## config.mk

```make
export PLATFORM = sky130hd
export DESIGN_NAME = mlpfs_output
export DESIGN_NICKNAME = d
export VERILOG_FILES = /design/src/rtl/mlp_forward_pass_sigmoid_defines.svh /design/src/rtl/mlpfs_pkg.sv /design/src/rtl/mlpfs_output.sv
export SDC_FILE = /design/constraint.sdc
export NUM_CORES = 1
export LEC_CHECK = 0
export BUFFER_PORTS_ARGS = -buffer_cell sky130_fd_sc_hd__buf_2
export CAP_MARGIN = 5
export CORE_AREA = 4 4 230 232
export CTS_CLUSTER_DIAMETER = 120
export DETAILED_ROUTE_END_ITERATION = 8
export DIE_AREA = 0 0 234 236
export PLACE_DENSITY = 0.62
export SLEW_MARGIN = 30
export SYNTH_ARGS = -nofsm -noshare
export SYNTH_HDL_FRONTEND = slang
export SYNTH_SLANG_ARGS = --single-unit
```

## constraint.sdc

```tcl
create_clock -name i_clk -period 11.1 [get_ports i_clk]
set_clock_uncertainty 0.2 [all_clocks]
set_input_delay 3.33 -clock i_clk [delete_from_list [all_inputs] [get_ports i_clk]]
set_output_delay 3.33 -clock i_clk [all_outputs]
set_load 0.01 [all_outputs]
```

## src/rtl/mlp_forward_pass_sigmoid_defines.svh

```systemverilog
// ----------------------------------------------------------------------------
// mlp_forward_pass_sigmoid_defines
// Assertion macros used by the perceptron top level; empty when SYNTH is set.
// ----------------------------------------------------------------------------
`ifndef MLP_FORWARD_PASS_SIGMOID_DEFINES_SVH
`define MLP_FORWARD_PASS_SIGMOID_DEFINES_SVH

`ifndef SYNTH
`define MLPFS_ASSERT_CLK(lbl, clk, rst_n, prop) \
    lbl: assert property (@(posedge clk) disable iff (!rst_n) prop) \
        else $error("mlpfs: assertion failed");
`else
`define MLPFS_ASSERT_CLK(lbl, clk, rst_n, prop)
`endif

`ifndef SYNTH
`define MLPFS_ASSERT_RST(lbl, clk, prop) \
    lbl: assert property (@(posedge clk) prop) \
        else $error("mlpfs: reset assertion failed");
`else
`define MLPFS_ASSERT_RST(lbl, clk, prop)
`endif

`endif

```

## src/rtl/mlpfs_pkg.sv

```systemverilog
// ----------------------------------------------------------------------------
// mlpfs_pkg
// Sizes, types, register indexes, saturation and the sigmoid lookup table
// of the two-layer perceptron.
// ----------------------------------------------------------------------------
package mlpfs_pkg;

    localparam int INPUTS          = 2;
    localparam int HIDDEN          = 2;
    localparam int SIGMOID_ENTRIES = 256;
    localparam int SIG_IDX_W       = $clog2(SIGMOID_ENTRIES);

    localparam int Q_W        = 16;
    localparam int ACC_W      = 22;
    localparam int CFG_IDX_W  = 2;
    localparam int CFG_DATA_W = 64;
    localparam int IH_W_W     = 64;
    localparam int HB_W       = 32;
    localparam int HO_W_W     = 32;
    localparam int ERR_W      = 17;

    typedef logic signed [Q_W-1:0]   t_q412;
    typedef logic        [Q_W-1:0]   t_q016;
    typedef logic signed [ACC_W-1:0] t_acc;
    typedef logic [SIG_IDX_W-1:0]    t_sig_idx;
    typedef logic [Q_W-1:0]          t_sig_rom [SIGMOID_ENTRIES];

    typedef enum logic [CFG_IDX_W-1:0] {
        CFG_IH_WEIGHTS = 2'd0,
        CFG_H_BIASES   = 2'd1,
        CFG_HO_WEIGHTS = 2'd2,
        CFG_O_BIAS     = 2'd3
    } t_cfg_idx;

    typedef struct packed {
        logic                        vld;
        t_q016                       goal;
        logic [HIDDEN-1:0][Q_W-1:0]  act;
    } t_hid_bus;

    function automatic t_q412 sat_q412(input t_acc v);
        if (v > 22'sd32767) begin
            return 16'sh7FFF;
        end
        if (v < -22'sd32768) begin
            return 16'sh8000;
        end
        return $signed(v[Q_W-1:0]);
    endfunction

    function automatic t_sig_idx sig_idx(input t_q412 a);
        logic [Q_W-1:0] u;
        u = {~a[Q_W-1], a[Q_W-2:0]};
        return u[Q_W-1 -: SIG_IDX_W];
    endfunction

    // shift-subtract long division, table build only
    function automatic logic [63:0] udiv64(input logic [63:0] n, input logic [63:0] d);
        logic [64:0] rem;
        logic [63:0] q;
        rem = '0;
        q   = '0;
        for (int b = 63; b >= 0; b--) begin
            rem = {rem[63:0], n[b]};
            if (rem >= {1'b0, d}) begin
                rem  = rem - {1'b0, d};
                q[b] = 1'b1;
            end
        end
        return q;
    endfunction

    // exp(-t/4096) in Q1.31: series of exp(-y/16), then square four times
    function automatic logic [63:0] exp_neg(input logic [63:0] t);
        logic [63:0]        z;
        logic [63:0]        term;
        logic [63:0]        a;
        logic signed [63:0] sum;
        z    = t << 15;
        term = 64'd1 << 31;
        sum  = $signed(term);
        for (int k = 1; k <= 12; k++) begin
            term = udiv64((term * z) >> 31, 64'(k));
            if ((k & 1) != 0) begin
                sum = sum - $signed(term);
            end else begin
                sum = sum + $signed(term);
            end
        end
        a = $unsigned(sum);
        for (int r = 0; r < 4; r++) begin
            a = (a * a + (64'd1 << 30)) >> 31;
        end
        return a;
    endfunction

    function automatic t_q016 sigmoid_q(input logic signed [63:0] m);
        logic [63:0] mag;
        logic [63:0] e;
        logic [63:0] den;
        logic [63:0] s;
        mag = (m < 0) ? $unsigned(-m) : $unsigned(m);
        e   = exp_neg(mag);
        den = (64'd1 << 31) + e;
        if (m >= 0) begin
            s = udiv64((64'd1 << 47) + (den >> 1), den);
        end else begin
            s = udiv64((e << 16) + (den >> 1), den);
        end
        return (s > 64'd65535) ? 16'hFFFF : s[Q_W-1:0];
    endfunction

    // entry i holds the sigmoid of its bucket midpoint
    function automatic t_sig_rom sig_rom_build();
        t_sig_rom           rom;
        logic signed [63:0] m;
        for (int i = 0; i < SIGMOID_ENTRIES; i++) begin
            m      = $signed((64'(2 * i + 1) << 15) >> SIG_IDX_W) - 64'sd32768;
            rom[i] = sigmoid_q(m);
        end
        return rom;
    endfunction

    localparam t_sig_rom SIG_ROM = sig_rom_build();

endpackage

```

## src/rtl/mlpfs_output.sv

```systemverilog
// ----------------------------------------------------------------------------
// mlpfs_output
// Output neuron: weighted hidden activations, biased sum with saturation,
// sigmoid lookup and error against the goal. Three register stages.
// ----------------------------------------------------------------------------
module mlpfs_output (
    input  logic                         i_clk,
    input  logic                         i_rst_n,
    input  mlpfs_pkg::t_hid_bus          i_bus,
    input  logic [mlpfs_pkg::HO_W_W-1:0] i_ho_weights,
    input  mlpfs_pkg::t_q412             i_o_bias,
    output logic                         o_vld,
    output mlpfs_pkg::t_q016             o_prediction,
    output logic signed [mlpfs_pkg::ERR_W-1:0] o_error
);
    import mlpfs_pkg::*;

    logic               r_d_vld;
    t_q016              r_d_goal;
    logic signed [32:0] r_d_prod [HIDDEN];
    logic signed [32:0] n_d_prod [HIDDEN];

    logic               r_e_vld;
    t_q016              r_e_goal;
    t_sig_idx           r_e_idx;
    t_acc               n_e_acc;

    logic               r_f_vld;
    t_q016              r_f_pred;
    logic [ERR_W-1:0]   r_f_err;
    t_q016              n_f_pred;

    always_comb begin
        for (int j = 0; j < HIDDEN; j++) begin
            n_d_prod[j] = $signed({1'b0, i_bus.act[j]}) * $signed(i_ho_weights[Q_W*j +: Q_W]);
        end
    end

    always_comb begin
        n_e_acc = t_acc'(i_o_bias);
        for (int j = 0; j < HIDDEN; j++) begin
            n_e_acc = n_e_acc + t_acc'(r_d_prod[j] >>> 16);
        end
    end

    assign n_f_pred = SIG_ROM[r_e_idx];

    always_ff @(posedge i_clk) begin
        if (!i_rst_n) begin
            r_d_vld <= 1'b0;
            r_e_vld <= 1'b0;
            r_f_vld <= 1'b0;
        end else begin
            r_d_vld <= i_bus.vld;
            r_e_vld <= r_d_vld;
            r_f_vld <= r_e_vld;
        end
    end

    always_ff @(posedge i_clk) begin
        r_d_goal <= i_bus.goal;
        r_d_prod <= n_d_prod;
        r_e_goal <= r_d_goal;
        r_e_idx  <= sig_idx(sat_q412(n_e_acc));
        r_f_pred <= n_f_pred;
        r_f_err  <= {1'b0, r_e_goal} - {1'b0, n_f_pred};
    end

    assign o_vld        = r_f_vld;
    assign o_prediction = r_f_pred;
    assign o_error      = $signed(r_f_err);

endmodule

```

==> results.md <==
* CP endpoint kind: flip-flop
* Slew @ Worst Pin at 0.9888 ns
* Crit path time final at 9.304 ns
* Row count at 83
* Die H at 236 µm
* Post_cts resized at 0
* Max H-tree Level at 3
* Initial antenna violation count at 1
* HP Class: reg -> reg
* Routed WL at 67.28 mm
* FILL cells at 4,944
* CTS tree: done
* ANT nets after route at 0
* Count of different cell masters after synthesis at 80
* Final period util at 83.82%
* Final layout net count at 3,653
* GRT Total Usage at 24.77%
* Yosys top cell area share at 33.54%
* CP Max Fanout at 16
* Synth area leader: fa_1
* Pre-Repair DR Iteration Count at 6
* Worst-path clk slew at 0.08 ns
* Critical path arrival at 9.37 ns
* Startpoint types: input pin
* TritonCTS buffer count at 9
* Worst skew pair latency at 0.37 ns
* Max-cap violations at 0
* Dpl hpwl at 53.22 mm
* Largest net degree at the start of global routing at 77
* Max Freq at 107.5 MHz
* Core area at 50,990 µm²
* Unrepaired setup endpoints after global routing: false
* Die Width at 234 µm
* Starting Density at 47.64%
* Num Clock Sinks at 110
* CTS Buffer Depth at 2
* 1st-iter DRT viols at 1,768
* Post-synthesis cell area at 24,290 µm²
* Largest cells by area after synthesis: fa_1 (34%), ha_1 (16%), dfxtp_1 (9.1%), inv_1 (7.6%), and2_1 (6.2%)
* Syn Nets at 3,634
* CTS Root Cell: clkbuf_16
* Post-synth EDFFs at 0
* Max Slew Vio Count at 0
* Drt drc at 0
* Slew margin rel. at 33.98%
* CTS hold repair buffers at 0
* Synth Flop Type: dfxtp_1
* Syn. warnings at 0
* Routed wire per std cell at 19.07 µm
* Syn Area/Cell at 8.609 µm²
* Crit path kind: in -> reg
* Register bit count reported by yosys at 110
* Setup-failing EPs final at 0
* DIE AREA at 55,220 µm²
* Cells after Synth at 2,822
* Global route overflow at 0
* Outcome: completed
* Final Core Density at 50.36%
* CP required at 11.16 ns
* Setup TNS at 0 ns
* First-pass GRT wire length at 109.1 mm
* Share of cells above drive strength 1 at 6.465%
* I/O Buffers at 132
* Area of the multi-input gates at 19,730 µm²
* Gp weighted congestion at 1.013
* Area Growth Syn to Fin at 5.707%
* Post-synth ARST share at 0%
* Vias at 19.81k
* Seq/Total Area, Yosys at 9.065%
* Final hold vios at 0
* Register area at 2211 µm²
* Via/cell ratio at 5.617
* Vias in the first global route at 20.61k
* Post-CTS Setup Inserts at 0
* Io pins at 133
[cell usage after synthesis, types with 18 or more instances]
library cell  instances
a211oi_1             32
o21a_1               18
nor3_1               28
nand2_1             345
a21oi_1             121
dfxtp_1             110
fa_1                407
and2_1              239
nor2_1              127
nand2b_1             28
a31oi_1              28
buf_1                19
inv_1               492
xor2_1               18
nand3_1              30
ha_1                306
a21o_1               28
xnor2_1              38
o21ai_0              80
clkbuf_1            108
[sequential cells by signal, summed over array words and instances, names as in the netlist]
signal and cells:
r_e_vld 1, o_prediction 16, o_vld 1, r_e_idx 8
r_d_vld 1, r_d_goal 16, r_d_prod 34, r_e_goal 16
o_error 17
[stage by stage]
stage | hold slack, ns | instance area, µm² | std cells | worst slack [ns]
2_1_floorplan | 0.1096 | 24290 | 2822 | 2.061
3_3_place_gp | 0.1115 | 25380 | 3510 | 1.468
3_5_place_dp | 0.1121 | 25380 | 3510 | 1.438
6_report | 0.1220 | 25680 | 3527 | 1.796
5_1_grt | 0.1328 | 25680 | 3526 | 1.519
4_1_cts | 0.1255 | 25680 | 3526 | 1.815
[critical path, cell delays in order]
cell and delay [ns]:
buf_2 0.29, nand2_1 0.14, fa_1 0.52, fa_1 0.52, fa_1 0.52, inv_1 0.06
fa_1 0.50, fa_1 0.49, inv_1 0.05, fa_1 0.47, inv_1 0.04, ha_1 0.29
a211oi_1 0.32, nand3_1 0.11, a41o_1 0.24, a31oi_1 0.58, o21a_1 0.28, o31ai_1 0.16
a221o_1 0.33, xnor2_1 0.12
[cells in the final DEF, fill, tap and decap left out, types with 80 or more instances in the layout]
| master | n |
|---|---|
| and2_1 | 239 |
| o21ai_0 | 80 |
| inv_1 | 491 |
| nor2_1 | 127 |
| a21oi_1 | 121 |
| fa_1 | 407 |
| ha_1 | 306 |
| dfxtp_1 | 107 |
| nand2_1 | 345 |
| buf_2 | 132 |
[cell families (layout without fill, tap and decap cells)]
logic type / Yosys count / after routing / synth area share, %
xor+xnor: 56 / 56 / 2.019
simple gates: 864 / 864 / 17.20
buf+inv: 628 / 652 / 9.739
mux: 10 / 10 / 0.5768
flops: 110 / 110 / 9.065
fa+ha+maj: 713 / 713 / 49.30
compound gates: 441 / 441 / 12.10
other cells: 0 / 1 / 0
[layout make-up]
type,instances,area share [%]
Inverter,494,7.221
Clock buffer,9,0.8770
Clock inverter,7,0.2923
Multi-Input combinational cell,2084,76.81
Sequential cell,110,8.609
Antenna cell,1,0.009745
Timing Repair Buffer,142,2.865
Tap cell,680,3.313
[worst paths after layout]
| kind | from | to | slack [ns] | depth (start not counted) |
|---|---|---|---|---|
| worst min-delay path | r_d_goal[7] | r_e_goal[7] | 0.12 | 0 |
| worst min register to register | r_d_goal[7] | r_e_goal[7] | 0.12 | 0 |
| worst max register to register | r_e_idx[0] | o_error[16] | 4.22 | 20 |
| worst max-delay path | i_ho_weights[1] | r_d_prod[65] | 1.80 | 20 |
[metal layers]
metal / GRT usage [%] / wire length, µm / vias to the layer above
met5: 0 / 0 / -
met4: 8.642 / 2574 / 0
met3: 2.790 / 4246 / 158
met2: 41.24 / 32690 / 754
met1: 33.53 / 27760 / 9868
li1: - / - / 9031
Power is left out: the tool's default activity adds up to more than one toggle a clock period on the data nets, which glitch-free logic cannot reach.
