===== src/rtl/mlp_forward_pass_sigmoid_defines.svh =====
// ----------------------------------------------------------------------------
// mlp_forward_pass_sigmoid_defines
// Assertion macros used by the perceptron top level; empty when SYNTH is set.
// ----------------------------------------------------------------------------
`ifndef MLP_FORWARD_PASS_SIGMOID_DEFINES_SVH
`define MLP_FORWARD_PASS_SIGMOID_DEFINES_SVH

`ifndef SYNTH
`define MLPFS_ASSERT_CLK(lbl, clk, rst_n, prop) \
    lbl: assert property (@(posedge clk) disable iff (!rst_n) prop) \
        else $error("mlpfs: assertion failed");
`else
`define MLPFS_ASSERT_CLK(lbl, clk, rst_n, prop)
`endif

`ifndef SYNTH
`define MLPFS_ASSERT_RST(lbl, clk, prop) \
    lbl: assert property (@(posedge clk) prop) \
        else $error("mlpfs: reset assertion failed");
`else
`define MLPFS_ASSERT_RST(lbl, clk, prop)
`endif

`endif


===== src/rtl/mlpfs_pkg.sv =====
// ----------------------------------------------------------------------------
// mlpfs_pkg
// Sizes, types, register indexes, saturation and the sigmoid lookup table
// of the two-layer perceptron.
// ----------------------------------------------------------------------------
package mlpfs_pkg;

    localparam int INPUTS          = 2;
    localparam int HIDDEN          = 2;
    localparam int SIGMOID_ENTRIES = 256;
    localparam int SIG_IDX_W       = $clog2(SIGMOID_ENTRIES);

    localparam int Q_W        = 16;
    localparam int ACC_W      = 22;
    localparam int CFG_IDX_W  = 2;
    localparam int CFG_DATA_W = 64;
    localparam int IH_W_W     = 64;
    localparam int HB_W       = 32;
    localparam int HO_W_W     = 32;
    localparam int ERR_W      = 17;

    typedef logic signed [Q_W-1:0]   t_q412;
    typedef logic        [Q_W-1:0]   t_q016;
    typedef logic signed [ACC_W-1:0] t_acc;
    typedef logic [SIG_IDX_W-1:0]    t_sig_idx;
    typedef logic [Q_W-1:0]          t_sig_rom [SIGMOID_ENTRIES];

    typedef enum logic [CFG_IDX_W-1:0] {
        CFG_IH_WEIGHTS = 2'd0,
        CFG_H_BIASES   = 2'd1,
        CFG_HO_WEIGHTS = 2'd2,
        CFG_O_BIAS     = 2'd3
    } t_cfg_idx;

    typedef struct packed {
        logic                        vld;
        t_q016                       goal;
        logic [HIDDEN-1:0][Q_W-1:0]  act;
    } t_hid_bus;

    function automatic t_q412 sat_q412(input t_acc v);
        if (v > 22'sd32767) begin
            return 16'sh7FFF;
        end
        if (v < -22'sd32768) begin
            return 16'sh8000;
        end
        return $signed(v[Q_W-1:0]);
    endfunction

    function automatic t_sig_idx sig_idx(input t_q412 a);
        logic [Q_W-1:0] u;
        u = {~a[Q_W-1], a[Q_W-2:0]};
        return u[Q_W-1 -: SIG_IDX_W];
    endfunction

    // shift-subtract long division, table build only
    function automatic logic [63:0] udiv64(input logic [63:0] n, input logic [63:0] d);
        logic [64:0] rem;
        logic [63:0] q;
        rem = '0;
        q   = '0;
        for (int b = 63; b >= 0; b--) begin
            rem = {rem[63:0], n[b]};
            if (rem >= {1'b0, d}) begin
                rem  = rem - {1'b0, d};
                q[b] = 1'b1;
            end
        end
        return q;
    endfunction

    // exp(-t/4096) in Q1.31: series of exp(-y/16), then square four times
    function automatic logic [63:0] exp_neg(input logic [63:0] t);
        logic [63:0]        z;
        logic [63:0]        term;
        logic [63:0]        a;
        logic signed [63:0] sum;
        z    = t << 15;
        term = 64'd1 << 31;
        sum  = $signed(term);
        for (int k = 1; k <= 12; k++) begin
            term = udiv64((term * z) >> 31, 64'(k));
            if ((k & 1) != 0) begin
                sum = sum - $signed(term);
            end else begin
                sum = sum + $signed(term);
            end
        end
        a = $unsigned(sum);
        for (int r = 0; r < 4; r++) begin
            a = (a * a + (64'd1 << 30)) >> 31;
        end
        return a;
    endfunction

    function automatic t_q016 sigmoid_q(input logic signed [63:0] m);
        logic [63:0] mag;
        logic [63:0] e;
        logic [63:0] den;
        logic [63:0] s;
        mag = (m < 0) ? $unsigned(-m) : $unsigned(m);
        e   = exp_neg(mag);
        den = (64'd1 << 31) + e;
        if (m >= 0) begin
            s = udiv64((64'd1 << 47) + (den >> 1), den);
        end else begin
            s = udiv64((e << 16) + (den >> 1), den);
        end
        return (s > 64'd65535) ? 16'hFFFF : s[Q_W-1:0];
    endfunction

    // entry i holds the sigmoid of its bucket midpoint
    function automatic t_sig_rom sig_rom_build();
        t_sig_rom           rom;
        logic signed [63:0] m;
        for (int i = 0; i < SIGMOID_ENTRIES; i++) begin
            m      = $signed((64'(2 * i + 1) << 15) >> SIG_IDX_W) - 64'sd32768;
            rom[i] = sigmoid_q(m);
        end
        return rom;
    endfunction

    localparam t_sig_rom SIG_ROM = sig_rom_build();

endpackage


===== src/rtl/mlpfs_hidden.sv =====
// ----------------------------------------------------------------------------
// mlpfs_hidden
// Hidden layer: products, biased sums with saturation, sigmoid lookup.
// Three register stages.
// ----------------------------------------------------------------------------
module mlpfs_hidden (
    input  logic                  i_clk,
    input  logic                  i_rst_n,
    input  logic                  i_vld,
    input  mlpfs_pkg::t_q412      i_x [mlpfs_pkg::INPUTS],
    input  mlpfs_pkg::t_q016      i_goal,
    input  logic [mlpfs_pkg::IH_W_W-1:0] i_ih_weights,
    input  logic [mlpfs_pkg::HB_W-1:0]   i_h_biases,
    output mlpfs_pkg::t_hid_bus   o_bus
);
    import mlpfs_pkg::*;

    logic               r_a_vld;
    t_q016              r_a_goal;
    logic signed [31:0] r_a_prod [INPUTS][HIDDEN];
    logic signed [31:0] n_a_prod [INPUTS][HIDDEN];

    logic               r_b_vld;
    t_q016              r_b_goal;
    t_sig_idx           r_b_idx [HIDDEN];
    t_sig_idx           n_b_idx [HIDDEN];
    t_acc               n_b_acc [HIDDEN];

    logic               r_c_vld;
    t_q016              r_c_goal;
    t_q016              r_c_act [HIDDEN];

    always_comb begin
        for (int i = 0; i < INPUTS; i++) begin
            for (int j = 0; j < HIDDEN; j++) begin
                n_a_prod[i][j] = i_x[i] * $signed(i_ih_weights[Q_W*(i*HIDDEN+j) +: Q_W]);
            end
        end
    end

    always_comb begin
        for (int j = 0; j < HIDDEN; j++) begin
            n_b_acc[j] = t_acc'($signed(i_h_biases[Q_W*j +: Q_W]));
            for (int i = 0; i < INPUTS; i++) begin
                n_b_acc[j] = n_b_acc[j] + t_acc'(r_a_prod[i][j] >>> 12);
            end
            n_b_idx[j] = sig_idx(sat_q412(n_b_acc[j]));
        end
    end

    always_ff @(posedge i_clk) begin
        if (!i_rst_n) begin
            r_a_vld <= 1'b0;
            r_b_vld <= 1'b0;
            r_c_vld <= 1'b0;
        end else begin
            r_a_vld <= i_vld;
            r_b_vld <= r_a_vld;
            r_c_vld <= r_b_vld;
        end
    end

    always_ff @(posedge i_clk) begin
        r_a_goal <= i_goal;
        r_a_prod <= n_a_prod;
        r_b_goal <= r_a_goal;
        r_b_idx  <= n_b_idx;
        r_c_goal <= r_b_goal;
        for (int j = 0; j < HIDDEN; j++) begin
            r_c_act[j] <= SIG_ROM[r_b_idx[j]];
        end
    end

    always_comb begin
        o_bus.vld  = r_c_vld;
        o_bus.goal = r_c_goal;
        for (int j = 0; j < HIDDEN; j++) begin
            o_bus.act[j] = r_c_act[j];
        end
    end

endmodule


===== config.mk =====
export PLATFORM = sky130hd
export DESIGN_NAME = mlpfs_hidden
export DESIGN_NICKNAME = d
export VERILOG_FILES = /design/src/rtl/mlp_forward_pass_sigmoid_defines.svh /design/src/rtl/mlpfs_pkg.sv /design/src/rtl/mlpfs_hidden.sv
export SDC_FILE = /design/constraint.sdc
export NUM_CORES = 2
export LEC_CHECK = 0
export ABC_AREA = 1
export BUFFER_PORTS_ARGS = -buffer_cell sky130_fd_sc_hd__buf_4
export CAP_MARGIN = 10
export CORE_MARGIN = 2
export CORE_UTILIZATION = 46
export CTS_CLUSTER_DIAMETER = 80
export DETAILED_ROUTE_END_ITERATION = 6
export SLEW_MARGIN = 20
export SYNTH_ARGS = -nofsm -noshare
export SYNTH_HDL_FRONTEND = slang
export SYNTH_SLANG_ARGS = --single-unit

===== constraint.sdc =====
create_clock -name i_clk -period 8.2 [get_ports i_clk]
set_clock_uncertainty 0.05 [all_clocks]
set_input_delay 0 -clock i_clk [delete_from_list [all_inputs] [get_ports i_clk]]
set_output_delay 0 -clock i_clk [all_outputs]
set_load 0.05 [all_outputs]

==> metrics.md <==
| Metric | Value |
|---|---|
| Status | finished with violations |
| Failing checks | design-rule violations |
| Adder-cell share of the synthesized area | 0.4925 |
| Wirelength, routed | 169,500 um |
| Global-route wire length before repair | approximately 270,000 um |
| Dpl hpwl | 136,800 um |
| Vias in the first global route | about 49,000 |
| Synth Area in Compound Gates | 0.07902 |
| Post-Synth XOR/XNOR Area | 0.01989 |
| Final net count | around 8,800 |
| CTS tree | done |
| Maximum clock frequency | 184.7 MHz |
| Via count | between 40,000 and 50,000 |
| Final Setup Violations | 0 |
| Post-synth EDFFs | 0 |
| WP data arrival | roughly 5.8 ns |
| Main combinational cell family by area after synthesis | adder cells |
| Hold slack | 0.1127 ns |
| Starting Density | 0.4650 |
| H-tree levels | 4 |
| Final Hold Viols | 0 |
| Multiplexer share of the synthesized area | 0 |
| Final setup TNS | 0 ns |
| DRC Markers | 1 |
| Site Rows | 125 |
| Avg Inst Size Synth | 7.458 sq um |
| DRT Pass-1 Iters | 7 |
| Final min period | 5.413 ns |
| R2R depth | 12 |
| Synth cell types | 61 |
| Clock latency on the worst-skew pair | slightly below 0.5 ns |
| Slew HR | 0.3055 |
| IO buf count | roughly 200 |
| Yosys top cell area share | 0.4018 |
| Final core utilization | 0.4917 |
| Vias/cell | ~5.3 |
| Drt first-iter violations | between 3,000 and 4,000 |
| # fillers | about 12,000 |
| Gr usage total | 0.2897 |
| WP data required | around 8.5 ns |
| Synth Register Bits | around 180 |
| Die area | 0.1204 sq mm |
| Post-Synth Simple-Gate Area | 0.1849 |
| Io pins | slightly below 200 |
| CTS Buffer Depth | 2 |
| Post-synthesis async set-or-reset flop share | 0 |
| Clock root cell | clkbuf_16 |
| Ys flop type | dfxtp_1 |
| Critical Path End Type | flip-flop |
| Wire length per cell | about 19 um |
| Initial antenna violation count | 7 |
| Largest area contributor in the netlist | fa_1 |
| MaxCap Viol Count | 0 |
| Area growth syn-to-layout | 5.746% |
| Share of layout cells above drive strength 1 | 0.04448 |
| DIE HEIGHT | roughly 350 um |
| Hold path cells | 2 |
| Post-route insts no fill | a little under 9,000 |
| Clock Sinks | 179 |
| Post-Syn Nets | around 9,000 |
| Yosys warnings | 0 |
| WS Path Type | in -> reg |
| Post-Syn Area | around 0.054 sq mm |
| Final cycle utilization of the critical path | 0.6602 |
| Crit path max fanout | 32 |
| Worst reg-to-reg setup slack | about 4.3 ns |
| Core Region | 0.1164 sq mm |
| RSZ-0062 raised after global routing | no |
| Top cells by area, synth | fa_1 40%, inv_1 13%, nand2_1 13%, ha_1 9.1%, dfxtp_1 6.6% |
| Post-Syn Instances | 7,255 |
| Final ANT Viol Nets | 0 |
| Sequential area share after synthesis | 0.06623 |
| Die extent in x | about 350 um |
| Hold crit path type | in -> reg |
| Clk slew on worst S/H paths | 0.08 ns |
| Largest net degree at the start of global routing | 65 |
| Total grt overflow | 0 |
| Slew @ Worst Pin | 1.041 ns |
| Inst Count DP | 8,690 |
| Final Max Tran Viols | 0 |
| CP Launch Type | input pin |
| TritonCTS buffer count | 17 |
| Final Wtd Congestion | approximately 1.0 |
==> path summary, 6_finish.rpt <==
path               startpoint             to
setup / recovery      i_x[15]   r_a_prod[27]
setup reg to reg   r_b_idx[8]  r_c_act[0][4]
hold reg to reg   r_b_goal[5]    r_c_goal[5]
hold / removal      i_goal[3]    r_a_goal[3]
==> per-stage QoR <==
step	instance area, sq um	setup slack [ns]
2_1_floorplan	54110	2.851
3_3_place_gp	56410	2.325
3_5_place_dp	56410	2.281
4_1_cts	57210	2.819
5_1_grt	57210	2.414
6_report	57220	2.787
==> Yosys cell counts, drive strengths merged, types with 25 or more instances <==
cell and count:
nand3 213, a31oi 25, buf 63, nor3 48, fa 1086, inv 1937
nor2 330, dfxtp 179, o211ai 41, a21oi 281, o21ai 232, nand4 33
xnor2 54, ha 392, xor2 68, nand2 1838, clkbuf 243
==> timing repair <==
action,in CTS,in global routing
gates resized for setup,0,0
buffers inserted,0,0
endpoints found under the hold margin,19,0
hold buffers,19,0
==> area by class of cell <==
| cell class | count | area, sq um | area share |
|---|---|---|---|
| antenna | 3 | 7.507 | 0.0001312 |
| clock buffer | 18 | 429.2 | 0.007501 |
| clock inverter | 14 | 182.7 | 0.003193 |
| inverter | 1940 | 7282 | 0.1273 |
| multi-input combinational | 4830 | 42000 | 0.7341 |
| sequential | 179 | 3586 | 0.06267 |
| tap | 1524 | 1907 | 0.03333 |
| timing repair buffer | 236 | 1819 | 0.03180 |
==> sequential cells by signal (all words and copies together) (netlist names) <==
name,flops
r_a_prod,80
r_b_idx,16
r_b_vld,1
r_c_vld,1
r_a_goal,16
r_c_goal,16
r_b_goal,16
r_c_act,32
r_a_vld,1
==> kinds of logic after synthesis <==
kind of cell | count (synthesis)
adders and majority gates | 1478
AOI/OAI and AO/OA | 732
DFF | 179
and+or+nand+nor | 2498
buffers and inverters | 2246
xor gates and xnor gates | 122
==> worst max-delay path: stages <==
cell     delay [ns]
buf_4          0.34
nand2_1        0.17
inv_1          0.15
fa_1           0.55
fa_1           0.90
fa_1           0.53
fa_1           0.51
fa_1           0.50
inv_1          0.05
fa_1           0.47
inv_1          0.04
ha_1           0.35
nand2_1        0.13
nor2_1         0.23
nand2_1        0.14
nor4_1         0.23
o21ai_0        0.24
nand3_1        0.11
nand2_1        0.06
==> routing by layer <==
| layer | up-vias | GRT usage | share of wire |
|---|---|---|---|
| met5 | - | 0 | 0.000065 |
| met3 | 318 | 0.03857 | 0.061 |
| met2 | 1657 | 0.4946 | 0.49 |
| met1 | 22820 | 0.3775 | 0.42 |
| li1 | 21270 | - | - |
| met4 | 2 | 0.1011 | 0.037 |
==> cell usage in the layout, fill, tap and decap left out, drive strengths merged, types with 179 or more instances in the layout <==
master,n
nor2,330
nand2,1838
o21ai,232
buf,217
inv,1942
ha,392
fa,1086
a21oi,281
dfxtp,179
nand3,213
Power is not shown: default switching activity piles up to over one toggle a cycle in this logic, so the estimate is an artifact.
